### config.mk
export PLATFORM = sky130hd
export DESIGN_NAME = gn2d_ctrl
export DESIGN_NICKNAME = d
export VERILOG_FILES = /design/src/sv/gn2d_pkg.sv /design/src/sv/gn2d_ctrl.sv
export SDC_FILE = /design/constraint.sdc
export NUM_CORES = 1
export LEC_CHECK = 0
export BUFFER_PORTS_ARGS = -buffer_cell sky130_fd_sc_hd__buf_4
export CAP_MARGIN = 40
export CORE_ASPECT_RATIO = 0.8
export CORE_MARGIN = 2
export CORE_UTILIZATION = 56
export DETAILED_ROUTE_END_ITERATION = 6
export PLACE_DENSITY_LB_ADDON = 0.08
export SYNTH_ARGS = -nofsm -noshare
export SYNTH_HDL_FRONTEND = slang
export SYNTH_SLANG_ARGS = --single-unit
### constraint.sdc
create_clock -name clock -period 6.5 [get_ports clock]
set_input_delay 1.3 -clock clock [delete_from_list [all_inputs] [get_ports clock]]
set_output_delay 1.3 -clock clock [all_outputs]
set_load 0.005 [all_outputs]
### src/sv/gn2d_pkg.sv
`timescale 1ns / 1ps
// ----------------------------------------------------------------------------
// gn2d package
// shared types, constants and arithmetic helpers for gradient noise
// ----------------------------------------------------------------------------
package gn2d_pkg;

   localparam int GN_TABLE_DEPTH   = 1024;
   localparam int GN_GRID_HALF_MAX = 15;
   localparam int REQ_DATA_W       = 80;
   localparam int RSP_DATA_W       = 16;
   localparam int CSR_DATA_W       = 10;

   localparam logic CSR_CELL_SIZE = 1'b0;
   localparam logic CSR_GRID_HALF = 1'b1;

   typedef enum logic [16:0] {
      S_IDLE   = 17'd1,
      S_WRITE  = 17'd2,
      S_PDIV   = 17'd4,
      S_PWAIT  = 17'd8,
      S_FDIV   = 17'd16,
      S_FWAIT  = 17'd32,
      S_CSET   = 17'd64,
      S_CREAD  = 17'd128,
      S_SQSUM  = 17'd256,
      S_SQWAIT = 17'd512,
      S_MUL    = 17'd1024,
      S_DDIV   = 17'd2048,
      S_DWAIT  = 17'd4096,
      S_LERPA  = 17'd8192,
      S_LERPB  = 17'd16384,
      S_LERPC  = 17'd32768,
      S_FINISH = 17'd65536
   } state_type;

   typedef enum logic [1:0] {
      SRC_POS,
      SRC_FRAC,
      SRC_DOT
   } src_type;

   typedef struct packed {
      logic       capture;
      logic       tab_write;
      logic       div_start;
      logic       div_take;
      src_type    div_src;
      logic       axis;
      logic [1:0] corner;
      logic       corner_set;
      logic       corner_read;
      logic       sqrt_start;
      logic       mul;
      logic       lerp_a;
      logic       lerp_b;
      logic       lerp_c;
      logic       finish;
   } ctl_type;

   typedef struct packed {
      logic div_busy;
      logic sqrt_busy;
   } sts_type;

   // clamp to [-1, 1] in q1.14
   function automatic logic signed [15:0] clamp_q14(input logic signed [15:0] v);
      logic signed [15:0] r;
      r = v;
      if (v > 16'sd16384) r = 16'sd16384;
      if (v < -16'sd16384) r = -16'sd16384;
      return r;
   endfunction

   // p / 2^14 rounded to nearest, ties away from zero
   function automatic logic signed [19:0] rnd_q14(input logic signed [33:0] p);
      logic [33:0] mag;
      logic [33:0] q;
      mag = p[33] ? 34'(-p) : p;
      q   = (mag + 34'd8192) >> 14;
      return p[33] ? 20'(-q) : 20'(q);
   endfunction

endpackage

### src/sv/gn2d_ctrl.sv
`timescale 1ns / 1ps
// ----------------------------------------------------------------------------
// gn2d controller
// sequences table loads and the split, corner dot and blend steps of one item at a time
// ----------------------------------------------------------------------------
module gn2d_ctrl (
   input  logic              clock,
   input  logic              reset,
   input  logic              req_tvalid,
   output logic              req_tready,
   input  logic              req_tuser,
   output logic              rsp_tvalid,
   input  logic              rsp_tready,
   output gn2d_pkg::ctl_type ctl,
   input  gn2d_pkg::sts_type sts
);
   import gn2d_pkg::*;

   state_type  state_ff, state_in;
   logic       axis_ff, axis_in;
   logic [1:0] corner_ff, corner_in;
   logic       valid_ff, valid_in;

   always_ff @(posedge clock) begin
      if (reset) begin
         state_ff  <= S_IDLE;
         axis_ff   <= 1'b0;
         corner_ff <= 2'd0;
         valid_ff  <= 1'b0;
      end else begin
         state_ff  <= state_in;
         axis_ff   <= axis_in;
         corner_ff <= corner_in;
         valid_ff  <= valid_in;
      end
   end

   assign req_tready = (state_ff == S_IDLE);
   assign rsp_tvalid = valid_ff;

   always_comb begin
      state_in   = state_ff;
      axis_in    = axis_ff;
      corner_in  = corner_ff;
      valid_in   = valid_ff && !rsp_tready;
      ctl        = '0;
      ctl.axis   = axis_ff;
      ctl.corner = corner_ff;
      ctl.div_src = SRC_POS;
      unique case (state_ff)
         S_IDLE: begin
            if (req_tvalid) begin
               ctl.capture = 1'b1;
               axis_in     = 1'b0;
               state_in    = req_tuser ? S_PDIV : S_WRITE;
            end
         end
         S_WRITE: begin
            ctl.tab_write = 1'b1;
            state_in      = S_IDLE;
         end
         S_PDIV: begin
            ctl.div_start = 1'b1;
            state_in      = S_PWAIT;
         end
         S_PWAIT: begin
            if (!sts.div_busy) begin
               ctl.div_take = 1'b1;
               state_in     = S_FDIV;
            end
         end
         S_FDIV: begin
            ctl.div_src   = SRC_FRAC;
            ctl.div_start = 1'b1;
            state_in      = S_FWAIT;
         end
         S_FWAIT: begin
            ctl.div_src = SRC_FRAC;
            if (!sts.div_busy) begin
               ctl.div_take = 1'b1;
               if (axis_ff) begin
                  corner_in = 2'd0;
                  state_in  = S_CSET;
               end else begin
                  axis_in  = 1'b1;
                  state_in = S_PDIV;
               end
            end
         end
         S_CSET: begin
            ctl.corner_set = 1'b1;
            state_in       = S_CREAD;
         end
         S_CREAD: begin
            ctl.corner_read = 1'b1;
            state_in        = S_SQSUM;
         end
         S_SQSUM: begin
            ctl.sqrt_start = 1'b1;
            state_in       = S_SQWAIT;
         end
         S_SQWAIT: begin
            if (!sts.sqrt_busy) state_in = S_MUL;
         end
         S_MUL: begin
            ctl.mul  = 1'b1;
            state_in = S_DDIV;
         end
         S_DDIV: begin
            ctl.div_src   = SRC_DOT;
            ctl.div_start = 1'b1;
            state_in      = S_DWAIT;
         end
         S_DWAIT: begin
            ctl.div_src = SRC_DOT;
            if (!sts.div_busy) begin
               ctl.div_take = 1'b1;
               if (corner_ff == 2'd3) begin
                  state_in = S_LERPA;
               end else begin
                  corner_in = corner_ff + 2'd1;
                  state_in  = S_CSET;
               end
            end
         end
         S_LERPA: begin
            ctl.lerp_a = 1'b1;
            state_in   = S_LERPB;
         end
         S_LERPB: begin
            ctl.lerp_b = 1'b1;
            state_in   = S_LERPC;
         end
         S_LERPC: begin
            ctl.lerp_c = 1'b1;
            state_in   = S_FINISH;
         end
         S_FINISH: begin
            if (!valid_ff || rsp_tready) begin
               ctl.finish = 1'b1;
               valid_in   = 1'b1;
               state_in   = S_IDLE;
            end
         end
         default: state_in = S_IDLE;
      endcase
   end

endmodule

==> metrics.log, run 1 <==
INFO  metric slew_violations = 0
INFO  metric finalSetupViolations = 0
INFO  metric crit_path_start_kind = flop
INFO  metric num-nets-final = 178
INFO  metric whs = ~0.48 ns
INFO  metric layout.cell_area.non_filler = between 1000 and 1500 um^2
INFO  metric vdd_drop_max = around 0.00013 V
INFO  metric clk_root_buffer_cell = sky130_fd_sc_hd__clkbuf_4
INFO  metric min_path_type = flop to flop
INFO  metric period_needed = approximately 3.7 ns
INFO  metric grt.met3_usage = 0.0688
INFO  metric max_cap_violations = 0
INFO  metric rsz0062_at_grt = no
INFO  metric hold_depth = 2
INFO  metric post_synthesis_cell_area = between 1000 and 1500 um^2
INFO  metric post_syn_instances = between 100 and 150
INFO  metric grt_first_pass_wirelength = roughly 4.9 mm
INFO  metric p_clk_frac = 0.257
INFO  metric ff2ff_setup_slack = about 4.0 ns
INFO  metric hold_viol_final = 0
INFO  metric ctsResizeCount = 0
INFO  metric power.combinational.fraction = 0.213
INFO  metric worst-endpoint-required = 5.20 ns
INFO  metric timing.hold.worst.start = corner_ff[1]$_SDFFE_PP0P_
INFO  metric drt_drc_violations_left = 0
INFO  metric groute.layer.met1.usage = 0.344
INFO  metric clk_latency = between 0.3 and 0.4 ns
INFO  metric dominant_delay_contributor_by_cell_family_on_the_critical_path = simple AND/OR/NAND/NOR gates
INFO  metric switching_share = 0.294
INFO  metric ys_dominant_reg_cell = sky130_fd_sc_hd__dfxtp_1
INFO  metric path_cells = nor4_4 > nand4_1 > or4_4 > inv_2 > nand2_1 > inv_1 > buf_4
INFO  metric post_cts_buffers = 0
INFO  metric placement.cell_area = 1390 um^2
INFO  metric yosysUniqueCellTypes = 39
INFO  metric share_seq_of_total_power = 0.530
INFO  metric seq_area_frac_synth = 0.351
INFO  metric grt_start_max_net_pins = 15
INFO  metric globalRouteMet2Util = 0.412
INFO  metric finalWirelength = 2.90 mm
INFO  metric first_global_vias = about 1,000
INFO  metric dieWidth = roughly 56 um
INFO  metric rr_endpoint = state_ff[1]$_SDFFE_PP0P_
INFO  metric yosys_warn_count = 0
INFO  metric internal-power = 181 uW
INFO  metric dr.pass1.iters = 4
INFO  metric post_route_cells_drive_above_1_share = 0.260
INFO  metric starting_density = 0.616
INFO  metric placeableCoreArea = 1940 um^2
INFO  metric worst_path_largest_cell_delay = around 0.58 ns
INFO  metric via_per_inst = approximately 5.9
INFO  metric post_drt_wl_per_cell = 15.0 um
INFO  metric final.period_utilization = 0.562
INFO  metric cp_data_arrival_time = around 2.4 ns
INFO  metric reg2regPathDepth = 6
INFO  metric numPortBuffers = 25
INFO  metric number_of_fillers_in_the_final_layout = approximately 180
INFO  metric clock_path_buffers = 2
INFO  metric die-area = 2530 um^2
INFO  metric antenna_found_initial = 0
INFO  metric route.antenna.remaining_nets = 0
INFO  metric overflow = 0
INFO  metric post_synth_arst_share = 0
INFO  metric path_clk_slew = roughly 0.12 ns
INFO  metric critPathCaptureType = output pin
INFO  metric tritoncts.num_buffers = 3
INFO  metric critPathBufInv = 3
INFO  metric cellPowerDensity = 181 nW/um^2
INFO  metric regToRegStartpoint = state_ff[13]$_SDFFE_PP0P_
INFO  metric dp_hpwl = 2.18 mm
INFO  metric postSynthNetCount = 153
INFO  metric worstSetupPathType = flop to output pin
INFO  metric holdPathEnd = corner_ff[1]$_SDFFE_PP0P_
INFO  metric synth_enable_flop_cells = 0
INFO  metric clock_sink_count = 21
INFO  metric clock_tree_from_tritoncts = done
INFO  metric drt_iter0_drc = 48
INFO  metric postSynthAreaPerCell = between 8 and 9 um^2
INFO  metric chipHeight = roughly 45 um
INFO  metric cts_max_level = 1
INFO  metric slew_headroom = 0.609
INFO  metric syn2layout_area_growth = 18.1%
INFO  metric leak_pwr = just over 0.0006 uW
INFO  metric placementRows = 14
INFO  metric total_i_o_pin_count = 26
INFO  metric synth-seq-cells = 21
INFO  metric gp_congestion = roughly 0.83
INFO  metric p_switching = around 75 uW
INFO  metric fin_tns_setup = 0 ns
INFO  metric grt_most_used_layer = met2
INFO  metric post-layout-total-power = around 260 uW
INFO  metric total_routing_usage_reported_by_global_routing = 0.254
INFO  metric max_clock_freq = between 0.2 and 0.3 GHz
INFO  metric crit_path_top_delay_cell = sky130_fd_sc_hd__or4_4
INFO  metric via_count = between 1,000 and 1,500
INFO  metric antenna_cells = 0
INFO  metric path_max_fanout = 7
INFO  metric postCtsHoldBufs = 0
INFO  metric timing.clock.skew = 0.00628 ns
INFO  metric run_status = finished clean
INFO  metric least_margin_pin_slew = 0.581 ns
[worst reg2reg max path, stage by stage (launching register included)]
cell and delay [ns]:
sky130_fd_sc_hd__dfxtp_1 0.40, sky130_fd_sc_hd__nor4_4 0.46, sky130_fd_sc_hd__nand4_1 0.25, sky130_fd_sc_hd__or4_4 0.58, sky130_fd_sc_hd__o211ai_2 0.31, sky130_fd_sc_hd__or3_1 0.35
sky130_fd_sc_hd__nor3_1 0.10
[cells by family after synthesis]
group                      after synthesis  synth area share
AOI/OAI and AO/OA                       25             0.133
xor gates and xnor gates                 3            0.0219
adders and majority gates                1            0.0104
buffers and inverters                   13            0.0481
DFF                                     21             0.351
and+or+nand+nor                         82             0.436
[power groups by stage]
| stage | logic, uW | registers (uW) | clock network (uW) |
|---|---|---|---|
| 6_report | 54.6 | 136 | 65.6 |
| 3_3_place_gp | 52.5 | 138 | 0 |
| 3_5_place_dp | 53.3 | 138 | 0 |
| 4_1_cts | 53.9 | 136 | 67.7 |
| 2_1_floorplan | 37.4 | 138 | 0 |
| 5_1_grt | 59.6 | 136 | 71.5 |
[sequential cells by signal (all words and copies together) (netlist names)]
register    cells
axis_ff         1
corner_ff       2
rsp_tvalid      1
state_ff       17
[final cells by class]
class	count	area [um^2]	share of cell area
Clock buffer	4	26.3	0.0186
Inverter	8	30.0	0.0212
Multi-Input combinational cell	111	719	0.509
Sequential cell	21	420	0.297
Tap cell	24	30.0	0.0212
Timing Repair Buffer	25	188	0.133
[metrics by stage]
step	cells	utilization	setup WS, ns
after floorplan	145	-	3.48
after global routing	193	0.727	2.72
after CTS	193	0.727	2.86
after detailed placement	189	0.714	3.22
after global placement	189	0.714	3.30
final	193	0.727	2.85
[cells in the final DEF (no fill, tap or decap), drive strengths merged]
cell type  count
buf           25
nor2b          1
xor2           2
a21bo          1
and4           2
and3           3
nand4          5
a21boi         1
nand2         12
inv            8
dfxtp         21
nor2          17
nor3           5
a21oi         15
nand2b         6
xnor2          1
nand4bb        1
or2            2
nand3b         1
o211ai         2
or4            2
o21ai          5
a2111o         1
ha             1
nor4           7
or3            5
and4b          1
nor3b          1
nand3          6
clkbuf         4
nor4b          5
[synth_stat cells, types with 2 or more instances]
cell	n	share of area
sky130_fd_sc_hd__nor4b_1	5	0.037
sky130_fd_sc_hd__and4_2	2	0.017
sky130_fd_sc_hd__nand2b_1	6	0.031
sky130_fd_sc_hd__nor2_1	17	0.053
sky130_fd_sc_hd__dfxtp_1	21	0.35
sky130_fd_sc_hd__nor4_1	4	0.021
sky130_fd_sc_hd__nor3_1	5	0.021
sky130_fd_sc_hd__inv_1	7	0.022
sky130_fd_sc_hd__buf_4	2	0.013
sky130_fd_sc_hd__nand4_1	5	0.026
sky130_fd_sc_hd__clkbuf_1	2	0.0063
sky130_fd_sc_hd__nor4_4	3	0.053
sky130_fd_sc_hd__nand3_1	6	0.025
sky130_fd_sc_hd__o21ai_1	4	0.017
sky130_fd_sc_hd__a21oi_1	14	0.059
sky130_fd_sc_hd__and3_2	3	0.019
sky130_fd_sc_hd__or3_1	5	0.026
sky130_fd_sc_hd__nand2_1	12	0.038
sky130_fd_sc_hd__xor2_1	2	0.015
[layer usage]
layer	vias to the layer above	share of wire
li1	575	-
met5	-	0
met2	58	0.45
met3	2	0.083
met1	511	0.47
met4	0	0.0041
[how the worst max path moves through the flow]
stage	slack (ns)	cells past startpoint	end	startpoint
finish	2.85	7	ctl[16]	state_ff[13]$_SDFFE_PP0P_
detailed placement	3.22	7	ctl[16]	state_ff[13]$_SDFFE_PP0P_
floorplan	3.48	7	ctl[16]	state_ff[14]$_SDFFE_PP0P_
global route	2.72	7	ctl[16]	state_ff[14]$_SDFFE_PP0P_
global placement	3.30	7	ctl[16]	state_ff[13]$_SDFFE_PP0P_
CTS	2.86	7	ctl[16]	state_ff[13]$_SDFFE_PP0P_
(Power assumes the default switching activity.)
==> run 2: changes to the inputs <==
--- a/config.mk
+++ b/config.mk
@@ -9,7 +9,7 @@
 export CAP_MARGIN = 40
 export CORE_ASPECT_RATIO = 0.8
 export CORE_MARGIN = 2
-export CORE_UTILIZATION = 56
+export CORE_UTILIZATION = 53
 export DETAILED_ROUTE_END_ITERATION = 6
 export PLACE_DENSITY_LB_ADDON = 0.08
 export SYNTH_ARGS = -nofsm -noshare
==> constraint.sdc (replaced) <==
create_clock -name clock -period 3.6 [get_ports clock]
set_input_delay 0.72 -clock clock [delete_from_list [all_inputs] [get_ports clock]]
set_output_delay 0.72 -clock clock [all_outputs]
set_load 0.005 [all_outputs]
==> run 2 against run 1 <==
- die area rose by 5.2%
- clock skew rose by 0.0061 ns
- global-route usage is 0.18 points lower
- critical path type unchanged
- largest cell class unchanged
==> metrics.log, run 2 (same netlist as run 1, synthesis figures left out) <==
INFO  metric leak_pwr = between 0.0006 and 0.0007 uW
INFO  metric preCtsSetupSlack = approximately 0.95 ns
INFO  metric grt_start_max_net_pins = 15
INFO  metric post-layout-total-power = roughly 460 uW
INFO  metric syn2layout_area_growth = 18.2%
INFO  metric fin_tns_setup = 0 ns
INFO  metric grt_first_pass_wirelength = ~4.9 mm
INFO  metric clock_sink_count = 21
INFO  metric final.period_utilization = 0.843
INFO  metric dpl.cell_count = between 150 and 200
INFO  metric vdd_drop_max = roughly 0.00028 V
INFO  metric finalWirelength = roughly 3 mm
INFO  metric rr_endpoint = state_ff[10]$_SDFFE_PP0P_
INFO  metric final_common_cell = sky130_fd_sc_hd__buf_4
INFO  metric largest_reg_flops = 17
INFO  metric dp_hpwl = around 2.2 mm
INFO  metric antenna_found_initial = 0
INFO  metric cts_max_level = 1
INFO  metric dieWidth = 57.1 um
INFO  metric placeableCoreArea = 2140 um^2
INFO  metric drt_iter0_drc = a little over 70
INFO  metric overflow = 0
INFO  metric total_routing_usage_reported_by_global_routing = 0.252
INFO  metric dr.pass1.iters = 4
INFO  metric first_global_vias = 982
INFO  metric max_clock_freq = 0.330 GHz
INFO  metric num-nets-final = about 180
INFO  metric least_margin_pin_slew = approximately 0.51 ns
INFO  metric whs = roughly 0.51 ns
INFO  metric min_path_type = flop to flop
INFO  metric via_count = approximately 1,200
INFO  metric regMostFlops = state_ff
INFO  metric slew_headroom = 0.658
INFO  metric cellPowerDensity = ~330 nW/um^2
INFO  metric route.antenna.remaining_nets = 0
INFO  metric max_cap_violations = 0
INFO  metric tritoncts.num_buffers = 3
INFO  metric timing.hold.worst.start = corner_ff[1]$_SDFFE_PP0P_
INFO  metric finalSetupViolations = 0
INFO  metric clk_root_buffer_cell = sky130_fd_sc_hd__clkbuf_4
INFO  metric worstSetupPathType = flop to output pin
INFO  metric hold_viol_final = 0
INFO  metric biggestRegsByFlops = state_ff (17), corner_ff (2)
INFO  metric drt_drc_violations_left = 0
INFO  metric reg2regPathDepth = 6
INFO  metric regToRegStartpoint = state_ff[13]$_SDFFE_PP0P_
INFO  metric placementRows = 15
INFO  metric holdPathEnd = corner_ff[1]$_SDFFE_PP0P_
INFO  metric run_status = finished clean
INFO  metric post_cts_buffers = 0
INFO  metric post_drt_wl_per_cell = between 15 and 20 um
INFO  metric critPathCaptureType = output pin
INFO  metric postCtsHoldBufs = 0
INFO  metric clock_path_buffers = 2
INFO  metric crit_path_start_kind = flop
INFO  metric slew_violations = 0
INFO  metric ctsResizeCount = 0
INFO  metric worst-endpoint-required = between 2 and 3 ns
INFO  metric chipHeight = 46.5 um
INFO  metric path_max_fanout = 7
INFO  metric die-area = about 2700 um^2
INFO  metric path_clk_slew = 0.13 ns
INFO  metric clock_tree_from_tritoncts = done
INFO  metric via_per_inst = approximately 6.1
INFO  metric antenna_cells = 0
INFO  metric clk_latency = roughly 0.32 ns
INFO  metric finalNonFillerCells = 194
INFO  metric gp_congestion = between 0.9 and 1
INFO  metric starting_density = 0.560
INFO  metric rsz0062_at_grt = no
INFO  metric post_route_cells_drive_above_1_share = 0.260
INFO  metric cp_data_arrival_time = around 2.3 ns
INFO  metric numPortBuffers = 25
INFO  metric timing.final.ws_setup = approximately 0.57 ns
INFO  metric timing.clock.skew = about 0.012 ns
INFO  metric period_needed = between 3 and 4 ns
INFO  metric layout.cells.most_common_list = 25 x sky130_fd_sc_hd__buf_4, 21 x sky130_fd_sc_hd__dfxtp_1, 17 x sky130_fd_sc_hd__nor2_1, 14 x sky130_fd_sc_hd__a21oi_1, 12 x sky130_fd_sc_hd__nand2_1
INFO  metric total_i_o_pin_count = 26
INFO  metric hold_depth = 2
INFO  metric ff2ff_setup_slack = 1.00 ns
-- run 2: cell counts in the layout (fill, tap and decap cells not counted) --
Identical to the previous run, type by type.
-- run 2: worst max path at each step --
stage	start	end	cells after the start
final	state_ff[13]$_SDFFE_PP0P_	ctl[16]	7
after global routing	state_ff[13]$_SDFFE_PP0P_	ctl[14]	5
after CTS	state_ff[13]$_SDFFE_PP0P_	ctl[16]	7
after detailed placement	state_ff[13]$_SDFFE_PP0P_	ctl[16]	7
after global placement	state_ff[13]$_SDFFE_PP0P_	ctl[16]	7
after floorplan	state_ff[14]$_SDFFE_PP0P_	ctl[16]	7
-- run 2: area by class of cell --
class | count | area, um^2
Clock buffer | 4 | 26.3
Multi-Input combinational cell | 111 | 719
Sequential cell | 21 | 420
Inverter | 8 | 30.0
Tap cell | 25 | 31.3
Fill cell | 200 | 724
Timing Repair Buffer | 25 | 188
-- run 2: report_power, final --
group | leakage (uW) | switching, uW | internal [uW] | total, uW
registers | 0.000170 | 7.62 | 237 | 245
clock network | 0.0000150 | 76.4 | 43.4 | 120
logic | 0.000418 | 53.4 | 45.2 | 98.5
total | 0.000603 | 137 | 326 | 463
-- run 2: critical path, stage by stage (launching register included) --
cell                      delay, ns
sky130_fd_sc_hd__dfxtp_1       0.41
sky130_fd_sc_hd__nor4_4        0.44
sky130_fd_sc_hd__nand4_1       0.24
sky130_fd_sc_hd__or4_4         0.58
sky130_fd_sc_hd__inv_2         0.11
sky130_fd_sc_hd__nand2_1       0.07
sky130_fd_sc_hd__inv_1         0.05
sky130_fd_sc_hd__buf_4         0.09
-- run 2: per-layer routing --
layer  up-vias  track usage  share of wire  routed length [um]
met1       554        0.344           0.47                1410
li1        573            -              -                   -
met2        53        0.389           0.44                1320
met4         0       0.0837          0.012                  35
met3         4       0.0702          0.086                 258
met5         -            0              0                   0
-- run 2: per-stage QoR --
stage               utilization  cell area, um^2
finish                    0.661             1420
global route              0.661             1420
CTS                       0.661             1420
detailed placement        0.649             1390
global placement          0.649             1390
floorplan                     -             1200
==> run 3: changes to the inputs <==
--- a/config.mk
+++ b/config.mk
@@ -5,11 +5,12 @@
 export SDC_FILE = /design/constraint.sdc
 export NUM_CORES = 1
 export LEC_CHECK = 0
+export ABC_AREA = 1
 export BUFFER_PORTS_ARGS = -buffer_cell sky130_fd_sc_hd__buf_4
 export CAP_MARGIN = 40
 export CORE_ASPECT_RATIO = 0.8
 export CORE_MARGIN = 2
-export CORE_UTILIZATION = 53
+export CORE_UTILIZATION = 55
 export DETAILED_ROUTE_END_ITERATION = 6
 export PLACE_DENSITY_LB_ADDON = 0.08
 export SYNTH_ARGS = -nofsm -noshare
==> constraint.sdc (replaced) <==
create_clock -name clock -period 2.84 [get_ports clock]
set_input_delay 0.568 -clock clock [delete_from_list [all_inputs] [get_ports clock]]
set_output_delay 0.568 -clock clock [all_outputs]
set_load 0.005 [all_outputs]
==> run 3 against run 2 <==
- clock skew decreased by 0.0077 ns
- total power increased to 2.8 times the previous value
- final area increased by 18%
- global-route usage decreased by 1.5 points
- register-to-register slack got worse by 0.14 ns
- critical endpoint is now ctl[7]
- largest cell class unchanged
==> metrics.log, run 3 <==
INFO  metric post_drt_wl_per_cell = about 11 um
INFO  metric path_cells = nor2_2 > nand2_2 > nor2_4 > nand2_1 > nor4_2 > buf_4
INFO  metric internal-power = between 600 and 700 uW
INFO  metric die-area = 3100 um^2
INFO  metric post_route_cells_drive_above_1_share = 0.205
INFO  metric yosysUniqueCellTypes = 23
INFO  metric fin_tns_setup = 0 ns
INFO  metric cellPowerDensity = 768 nW/um^2
INFO  metric finalWirelength = 3.36 mm
INFO  metric synthMuxAreaShare = 0
INFO  metric synthSimpleGateAreaFrac = 0.524
INFO  metric post_cts_buffers = 0
INFO  metric clk_root_buffer_cell = sky130_fd_sc_hd__clkbuf_4
INFO  metric critPathCaptureType = output pin
INFO  metric synth_compound_gate_area_share = 0.0171
INFO  metric seq_area_frac_synth = 0.286
INFO  metric synth_top_family_by_area = simple AND/OR/NAND/NOR gates
INFO  metric run_status = finished clean
INFO  metric gp_congestion = around 0.89
INFO  metric synth.cells.most_frequent = 47 x sky130_fd_sc_hd__nand2_1, 46 x sky130_fd_sc_hd__inv_1, 42 x sky130_fd_sc_hd__nor2_1
INFO  metric dieWidth = slightly above 60 um
INFO  metric ctsResizeCount = 0
INFO  metric p_switching = ~650 uW
INFO  metric max_cap_violations = 0
INFO  metric placeableCoreArea = 2480 um^2
INFO  metric leak_pwr = just under 0.001 uW
INFO  metric slew_violations = 0
INFO  metric route.antenna.remaining_nets = 0
INFO  metric yosys_warn_count = 0
INFO  metric total_routing_usage_reported_by_global_routing = 0.237
INFO  metric clock_tree_from_tritoncts = done
INFO  metric critPathBufInv = 1
INFO  metric whs = 0.439 ns
INFO  metric total_i_o_pin_count = 26
INFO  metric timing.clock.skew = approximately 0.0047 ns
INFO  metric regMostFlops = state_ff
INFO  metric clock_path_buffers = 2
INFO  metric antenna_cells = 0
INFO  metric clk_latency = about 0.32 ns
INFO  metric first_global_vias = approximately 1,200
INFO  metric biggestRegsByFlops = state_ff (17), corner_ff (2)
INFO  metric synth.top_cell.area_share = 0.286
INFO  metric crit_path_start_kind = flop
INFO  metric dp_hpwl = ~2.6 mm
INFO  metric placementRows = 16
INFO  metric min_path_type = input port to flop
INFO  metric vdd_drop_max = roughly 0.00037 V
INFO  metric antenna_found_initial = 0
INFO  metric postSynthNetCount = 243
INFO  metric switching_share = 0.503
INFO  metric post_synth_arst_share = 0
INFO  metric post-synth-top-count-cell = sky130_fd_sc_hd__nand2_1
INFO  metric syn2layout_area_growth = 13.8%
INFO  metric cp_data_arrival_time = approximately 1.9 ns
INFO  metric drt_drc_violations_left = 0
INFO  metric slew_headroom = 0.638
INFO  metric postSynthAreaPerCell = approximately 6.2 um^2
INFO  metric starting_density = 0.591
INFO  metric hold_viol_final = 0
INFO  metric grt_start_max_net_pins = 18
INFO  metric final_common_cell = sky130_fd_sc_hd__nand2_1
INFO  metric dominant_delay_contributor_by_cell_family_on_the_critical_path = simple AND/OR/NAND/NOR gates
INFO  metric numPortBuffers = 25
INFO  metric preCtsSetupSlack = slightly above 0.8 ns
INFO  metric tritoncts.num_buffers = 3
INFO  metric post_synthesis_cell_area = 1470 um^2
INFO  metric least_margin_pin_slew = 0.539 ns
INFO  metric layout.cells.most_common_list = 47 x sky130_fd_sc_hd__nand2_1, 46 x sky130_fd_sc_hd__inv_1, 42 x sky130_fd_sc_hd__nor2_1, 26 x sky130_fd_sc_hd__nand3_1, 25 x sky130_fd_sc_hd__buf_4
INFO  metric post_syn_instances = approximately 240
INFO  metric grt_first_pass_wirelength = 5.40 mm
INFO  metric ys_dominant_reg_cell = sky130_fd_sc_hd__dfxtp_1
INFO  metric power.combinational.fraction = 0.584
INFO  metric max_clock_freq = a little over 0.4 GHz
INFO  metric worst_path_largest_cell_delay = between 0.3 and 0.4 ns
INFO  metric via_per_inst = 4.92
INFO  metric period_needed = 2.43 ns
INFO  metric synth-seq-cells = 21
INFO  metric finalSetupViolations = 0
INFO  metric via_count = 1,447
INFO  metric path_clk_slew = roughly 0.12 ns
INFO  metric num-nets-final = 267
INFO  metric clock_sink_count = 21
INFO  metric drt_iter0_drc = 84
INFO  metric path_max_fanout = 15
INFO  metric chipHeight = between 50 and 60 um
INFO  metric timing.final.ws_setup = slightly above 0.4 ns
INFO  metric largest_reg_flops = 17
INFO  metric worst-endpoint-required = 2.27 ns
INFO  metric crit_path_top_delay_cell = sky130_fd_sc_hd__dfxtp_1
INFO  metric synth_xor_xnor_area_share = 0
INFO  metric rsz0062_at_grt = no
INFO  metric number_of_fillers_in_the_final_layout = between 200 and 300
INFO  metric overflow = 0
INFO  metric netlist.top_cell.by_area = sky130_fd_sc_hd__dfxtp_1
INFO  metric postCtsHoldBufs = 0
INFO  metric cts_max_level = 1
INFO  metric share_seq_of_total_power = 0.298
INFO  metric dr.pass1.iters = 4
INFO  metric post_synthesis_share_of_cell_area_spent_on_full_adders_half_adders_and_majority_gates = 0.00853
INFO  metric p_clk_frac = 0.119
INFO  metric most_area_consuming_cells_after_synthesis = sky130_fd_sc_hd__dfxtp_1 29%, sky130_fd_sc_hd__nand2_1 12%, sky130_fd_sc_hd__inv_1 12%
INFO  metric synth_enable_flop_cells = 0
INFO  metric worstSetupPathType = flop to output pin
INFO  metric final.period_utilization = 0.854
-- run 3: cell count changes after synthesis, sizes merged, moves of 6 or more --
cell    before  now
inv          8   48
nand3        6   30
nand2b       6    0
nor2        17   50
a21oi       15    5
nand2       12   52
-- run 3: cells by family (layout without fill, tap and decap cells) --
kind of cell | after synthesis | in the layout
simple gates | 153 | 153
buf+inv | 55 | 78
flops | 21 | 21
compound gates | 5 | 5
fa+ha+maj | 1 | 1
-- run 3: layout make-up --
cell class              count  area (um^2)  area share
multi-input cells         159          807       0.483
flip-flops and latches     21          420       0.252
repair buffers             25          188       0.112
inverters                  49          184       0.110
well taps                  36         45.0      0.0270
clock buffers               4         26.3      0.0157
-- run 3: per-stage QoR --
stage | instance area, um^2 | util | cells | total power (uW)
final | 1670 | 0.673 | 294 | 1280
after global routing | 1670 | 0.673 | 294 | 1400
after CTS | 1670 | 0.673 | 294 | 1280
after detailed placement | 1640 | 0.662 | 290 | 1130
after global placement | 1640 | 0.662 | 290 | 1130
after floorplan | 1470 | - | 235 | 1030
-- run 3: worst paths after layout --
kind                                           startpoint                   endpoint  slack [ns]  cells after the start
worst min-delay path                                reset      rsp_tvalid$_SDFF_PP0_        0.44                      2
worst max-delay path            state_ff[12]$_SDFFE_PP0P_                     ctl[7]        0.41                      6
worst max register to register   state_ff[1]$_SDFFE_PP0P_   state_ff[8]$_SDFFE_PP0P_        0.86                     10
worst min register to register  corner_ff[1]$_SDFFE_PP0P_  corner_ff[1]$_SDFFE_PP0P_        0.52                      2
-- run 3: power by group through the flow --
stage	Clock [uW]	Sequential (uW)	Combinational, uW
detailed placement	0	389	743
global placement	0	386	742
floorplan	0	381	644
CTS	157	382	746
global route	168	387	846
finish	152	382	749
-- run 3: metal layers --
| layer | part of all wire | vias to the layer above | wire [um] | global-route usage |
|---|---|---|---|---|
| li1 | - | 766 | - | - |
| met1 | 0.47 | 631 | 1590 | 0.338 |
| met2 | 0.44 | 46 | 1470 | 0.358 |
| met3 | 0.076 | 4 | 257 | 0.0619 |
| met4 | 0.012 | 0 | 39 | 0.0532 |
| met5 | 0 | - | 0 | 0 |
